$ cat config.mk
export PLATFORM = sky130hd
export DESIGN_NAME = e2rm_cordic
export DESIGN_NICKNAME = d
export VERILOG_FILES = /design/src/e2rm_pkg.sv /design/src/e2rm_cordic.sv
export SDC_FILE = /design/constraint.sdc
export NUM_CORES = 2
export LEC_CHECK = 0
export BUFFER_PORTS_ARGS = -buffer_cell sky130_fd_sc_hd__buf_2
export CAP_MARGIN = 10
export CORE_UTILIZATION = 45
export CTS_BUF_LIST = sky130_fd_sc_hd__clkbuf_8
export CTS_CLUSTER_DIAMETER = 40
export DETAILED_ROUTE_END_ITERATION = 16
export PLACE_DENSITY = 0.58
export SLEW_MARGIN = 20
export SYNTH_ARGS = -nofsm -noshare
export SYNTH_HDL_FRONTEND = slang
export SYNTH_SLANG_ARGS = --single-unit
$ cat constraint.sdc
create_clock -name clk -period 6.1 [get_ports clk]
set_input_delay 1.22 -clock clk [delete_from_list [all_inputs] [get_ports clk]]
set_output_delay 1.22 -clock clk [all_outputs]
set_load 0.01 [all_outputs]
$ cat src/e2rm_pkg.sv
// ----------------------------------------------------------------------------
// ZYX Euler-angle rotation block: shared types and constants
// Request/result payloads, angle constants and the CORDIC arctangent table.
// ----------------------------------------------------------------------------
package e2rm_pkg;

  typedef struct packed {
    logic signed [15:0] angle_x;
    logic signed [15:0] angle_y;
    logic signed [15:0] angle_z;
  } e2rm_in_t;

  typedef struct packed {
    logic signed [15:0] r00;
    logic signed [15:0] r10;
    logic signed [15:0] r20;
    logic signed [15:0] r01;
    logic signed [15:0] r11;
    logic signed [15:0] r21;
    logic signed [15:0] r02;
    logic signed [15:0] r12;
    logic signed [15:0] r22;
  } e2rm_out_t;

  // Q4.30 working values; 34 bits covers the +-4 rad angle residue and sums
  localparam int WW = 34;
  localparam int WORK_FRAC = 30;
  localparam int MAX_STEPS = 24;

  localparam logic signed [WW-1:0] PI_Q30      = 34'sd3373259426;
  localparam logic signed [WW-1:0] HALF_PI_Q30 = 34'sd1686629713;
  localparam logic signed [WW-1:0] GAIN_Q30    = 34'sd652032874;

  function automatic logic signed [WW-1:0] atan_q30(input int i);
    logic signed [WW-1:0] t;
    t = '0;
    case (i)
      0: t = 34'sd843314857;   1: t = 34'sd497837829;
      2: t = 34'sd263043837;   3: t = 34'sd133525159;
      4: t = 34'sd67021687;    5: t = 34'sd33543516;
      6: t = 34'sd16775851;    7: t = 34'sd8388437;
      8: t = 34'sd4194283;     9: t = 34'sd2097149;
      10: t = 34'sd1048576;    11: t = 34'sd524288;
      12: t = 34'sd262144;     13: t = 34'sd131072;
      14: t = 34'sd65536;      15: t = 34'sd32768;
      16: t = 34'sd16384;      17: t = 34'sd8192;
      18: t = 34'sd4096;       19: t = 34'sd2048;
      20: t = 34'sd1024;       21: t = 34'sd512;
      22: t = 34'sd256;        23: t = 34'sd128;
      default: t = '0;
    endcase
    return t;
  endfunction

endpackage

$ cat src/e2rm_cordic.sv
// ----------------------------------------------------------------------------
// Pipelined CORDIC cosine/sine
// Negates and range-reduces one Q3.13 angle into a register, then runs one rotation step per
// register stage. It accepts one angle per cycle.
// ----------------------------------------------------------------------------
module e2rm_cordic #(
  parameter int STEPS = 16
) (
  input  logic                             clk,
  input  logic signed [15:0]               angle,
  output logic signed [e2rm_pkg::WW-1:0]   cos_o,
  output logic signed [e2rm_pkg::WW-1:0]   sin_o
);
  import e2rm_pkg::*;

  logic signed [WW-1:0] x_r [0:STEPS];
  logic signed [WW-1:0] y_r [0:STEPS];
  logic signed [WW-1:0] z_r [0:STEPS];
  logic                 flip_r [0:STEPS];

  logic signed [WW-1:0] z0;
  always_comb begin
    z0 = -(WW'(angle) <<< 17);
  end

  always_ff @(posedge clk) begin
    x_r[0] <= GAIN_Q30;
    y_r[0] <= '0;
    if (z0 > HALF_PI_Q30) begin
      z_r[0] <= z0 - PI_Q30;
      flip_r[0] <= 1'b1;
    end else if (z0 < -HALF_PI_Q30) begin
      z_r[0] <= z0 + PI_Q30;
      flip_r[0] <= 1'b1;
    end else begin
      z_r[0] <= z0;
      flip_r[0] <= 1'b0;
    end
  end

  for (genvar i = 0; i < STEPS; i++) begin : g_step
    always_ff @(posedge clk) begin
      flip_r[i+1] <= flip_r[i];
      if (!z_r[i][WW-1]) begin
        x_r[i+1] <= x_r[i] - (y_r[i] >>> i);
        y_r[i+1] <= y_r[i] + (x_r[i] >>> i);
        z_r[i+1] <= z_r[i] - atan_q30(i);
      end else begin
        x_r[i+1] <= x_r[i] + (y_r[i] >>> i);
        y_r[i+1] <= y_r[i] - (x_r[i] >>> i);
        z_r[i+1] <= z_r[i] + atan_q30(i);
      end
    end
  end

  assign cos_o = flip_r[STEPS] ? -x_r[STEPS] : x_r[STEPS];
  assign sin_o = flip_r[STEPS] ? -y_r[STEPS] : y_r[STEPS];

endmodule

==> impl_metrics.ini <==
[cells_and_area]
layout_commonest_cell = a21oi_1
mostFrequentLayoutCells = 1396 x a21oi_1, 1385 x dfxtp_1, 1359 x ha_1
final_util_pct = 49.95
drive_gt1_share_pct = 6.483
synthToLayoutAreaGrowth_pct = 10.41
fin_nets = 14271

[min_path]
min_from = flip_r[0][7]$_DFF_P_
hp-class = reg -> reg
holdPathStages = 0
hold_end = flip_r[0][8]$_DFF_P_

[global_route]
grtUsageTotal_pct = 23.97
grt_pass1_vias = 87856
grt_max_degree = 79
antenna_found_initial = 2
grt_pass1_wl_um = 464700
grt-ovfl-total = 0

[sta]
rsz0062_at_grt = no
fmax_mhz = 175.1
relSlewSlack_pct = 17.65
setup_violations = 0
finalCritPeriodShare_pct = 93.62
finalHoldViolations = 0
finClkSkew_ns = 0.07320
period_minus_slack_ns = 5.711
worst-slew-pin-transition_ns = 1.204
final_max_slew_viol_count = 0

[die]
ios = 85
die_x_um = 488.0
fp.dieH_um = 488.0
num_rows = 178
initial_core_util_pct = 45.24
die_area_mm2 = 0.2382
coreArea_mm2 = 0.2350

[clock_tree]
cts_buffers = 303
htreeDepth = 5
clockRootBuffer = clkbuf_8
cts-resized-gates = 0
cts_tree = done
clkLatencyLatePin_ns = 1.06
cts_setup_buffers = 0
clkSinkCount = 1419
clk_pin_slew_ns = 0.06
cts_buffer_depth = 4
cts_hold_buf = 0

[drt]
drt_iter0_drc = 5477
post_drt_wl_per_cell_um = 18.01
routed_via_density = 5.581
wl_um = 292100
drc = 0
antenna_left = 0
dr.pass1.iters = 8
vias = 90508

[synthesis]
yosys_warnings = 0
ys_ff_latch = 1419
async_reset_ff_share_pct = 0
ys_seq_area_share_pct = 26.91
synth_edf_count = 20
syn_area_per_cell_um2 = 8.487
synthesis.area_mm2 = 0.1063
synthCells = 12525
synth_flop_cell = dfxtp_1
synth_cell_types = 106

[setup_path]
crit_top_cell = or3_1
reg2reg_from = x_r[3][3]$_DFF_P_
critPathLaunchType = flop
arrival_ns = 4.49
worstPathRequired_ns = 4.88
r2r-end = y_r[4][33]$_DFF_P_
reg2reg_depth = 21
crit_slowest_cell = or4_1
cp-end-kind = output port
r2r_slack_ns = 0.65
path_class = reg -> out
path_max_fanout = 4
max_stage_delay_ns = 0.54
worstPathCellList = inv_1 -> ha_1 -> nand2_1 -> or3_1 -> or3_1 -> or3_4 -> or4_1 -> or3_1 -> nand2b_1 -> o21ai_1 -> xnor2_1 -> buf_2

[run]
drv_cap = 0

[placement]
hpwl_um = 236800
gp_routability_congestion = 0.9235
io_buffers = 84

[run_status]
outcome = completed
## cell usage after synthesis (48+ instances only)
cell	count	area (µm²)
dfxtp_1	1399	28010
a21oi_1	1396	6987
ha_1	1359	17000
xnor2_1	1232	10790
nor2_1	1102	4136
xor2_1	626	5483
a21o_1	581	4362
o21ai_0	579	2898
nand2_1	548	2057
inv_1	534	2004
nor3_1	366	1832
o21a_1	232	1742
nand2b_1	200	1251
nand3_1	197	986.0
o21bai_1	177	1329
nor2b_1	170	1064
a211oi_1	139	1044
clkbuf_1	135	506.7
a31oi_1	124	775.7
and3_1	111	694.4
nor4_1	96	600.6
or3_1	92	575.6
o31ai_1	74	555.5
and2_1	73	456.7
mux2_2	61	686.9
nand4_1	56	350.3
or2_2	48	300.3
## routing by layer
metal	vias up	track usage [%]	part of all wire [%]
met5	-	0	0
met4	0	7.205	2.6
met3	438	3.251	4.6
met2	1947	40.39	46
met1	42339	31.51	47
li1	45784	-	-
## state kept, by name (all words and copies together), names as in the netlist
name    flops
x_r       484
y_r       511
flip_r     16
z_r       408
## worst max path at each step
stage	startpoint	endpoint	slack, ns	cells after the start
floorplan	angle[2]	z_r[0][30]$_DFFE_PP_	0.41	23
global placement	angle[0]	z_r[0][31]$_DFFE_PP_	-0.01	27
detailed placement	angle[0]	z_r[0][31]$_DFFE_PP_	-0.003	27
CTS	x_r[16][1]$_DFF_P_	cos_o[30]	0.25	12
global route	x_r[16][0]$_DFF_P_	cos_o[30]	0.17	12
finish	x_r[16][1]$_DFF_P_	cos_o[30]	0.39	12
## cell type report
type,count,area [µm²]
fill,22584,117600
multi-input combinational,10398,75010
sequential,1419,28630
clock buffer,347,4776
tap,3150,3941
inverter,542,2042
clock inverter,168,1732
timing repair buffer,190,1229
antenna,2,5.005
## metrics by stage
step	area, µm²	hold WS [ns]	setup TNS (ns)	std cells	worst slack (ns)
after floorplan	106400	0.3096	0	12544	0.4116
after global placement	110900	0.3109	-0.02372	15699	-0.01331
after detailed placement	110900	0.3128	-0.003009	15699	-0.003009
after CTS	117400	0.3260	0	16214	0.2540
after global routing	117400	0.3318	0	16215	0.1701
final	117400	0.3230	0	16216	0.3889
## cells by family after synthesis
family,after synthesis,synth area share [%]
AO/OA/AOI/OAI,3784,22.52
AND/OR/NAND/NOR,3231,14.82
XOR/XNOR,1859,15.32
flip-flops,1419,26.91
adder cells (fa/ha/maj),1402,16.79
buffers and inverters,727,2.598
multiplexers,102,1.032
other,1,0.003528
## worst max-delay path, delay by kind of cell (launching register included)
family	cells	cell delay (ns)
and+or+nand+nor	7	2.44
DFF	1	0.31
buffers and inverters	2	0.24
adders and majority gates	1	0.16
AOI/OAI and AO/OA	1	0.16
xor gates and xnor gates	1	0.14
Power is left out: the tool's default activity adds up to more than one toggle a clock period on the data nets, which glitch-free logic cannot reach.
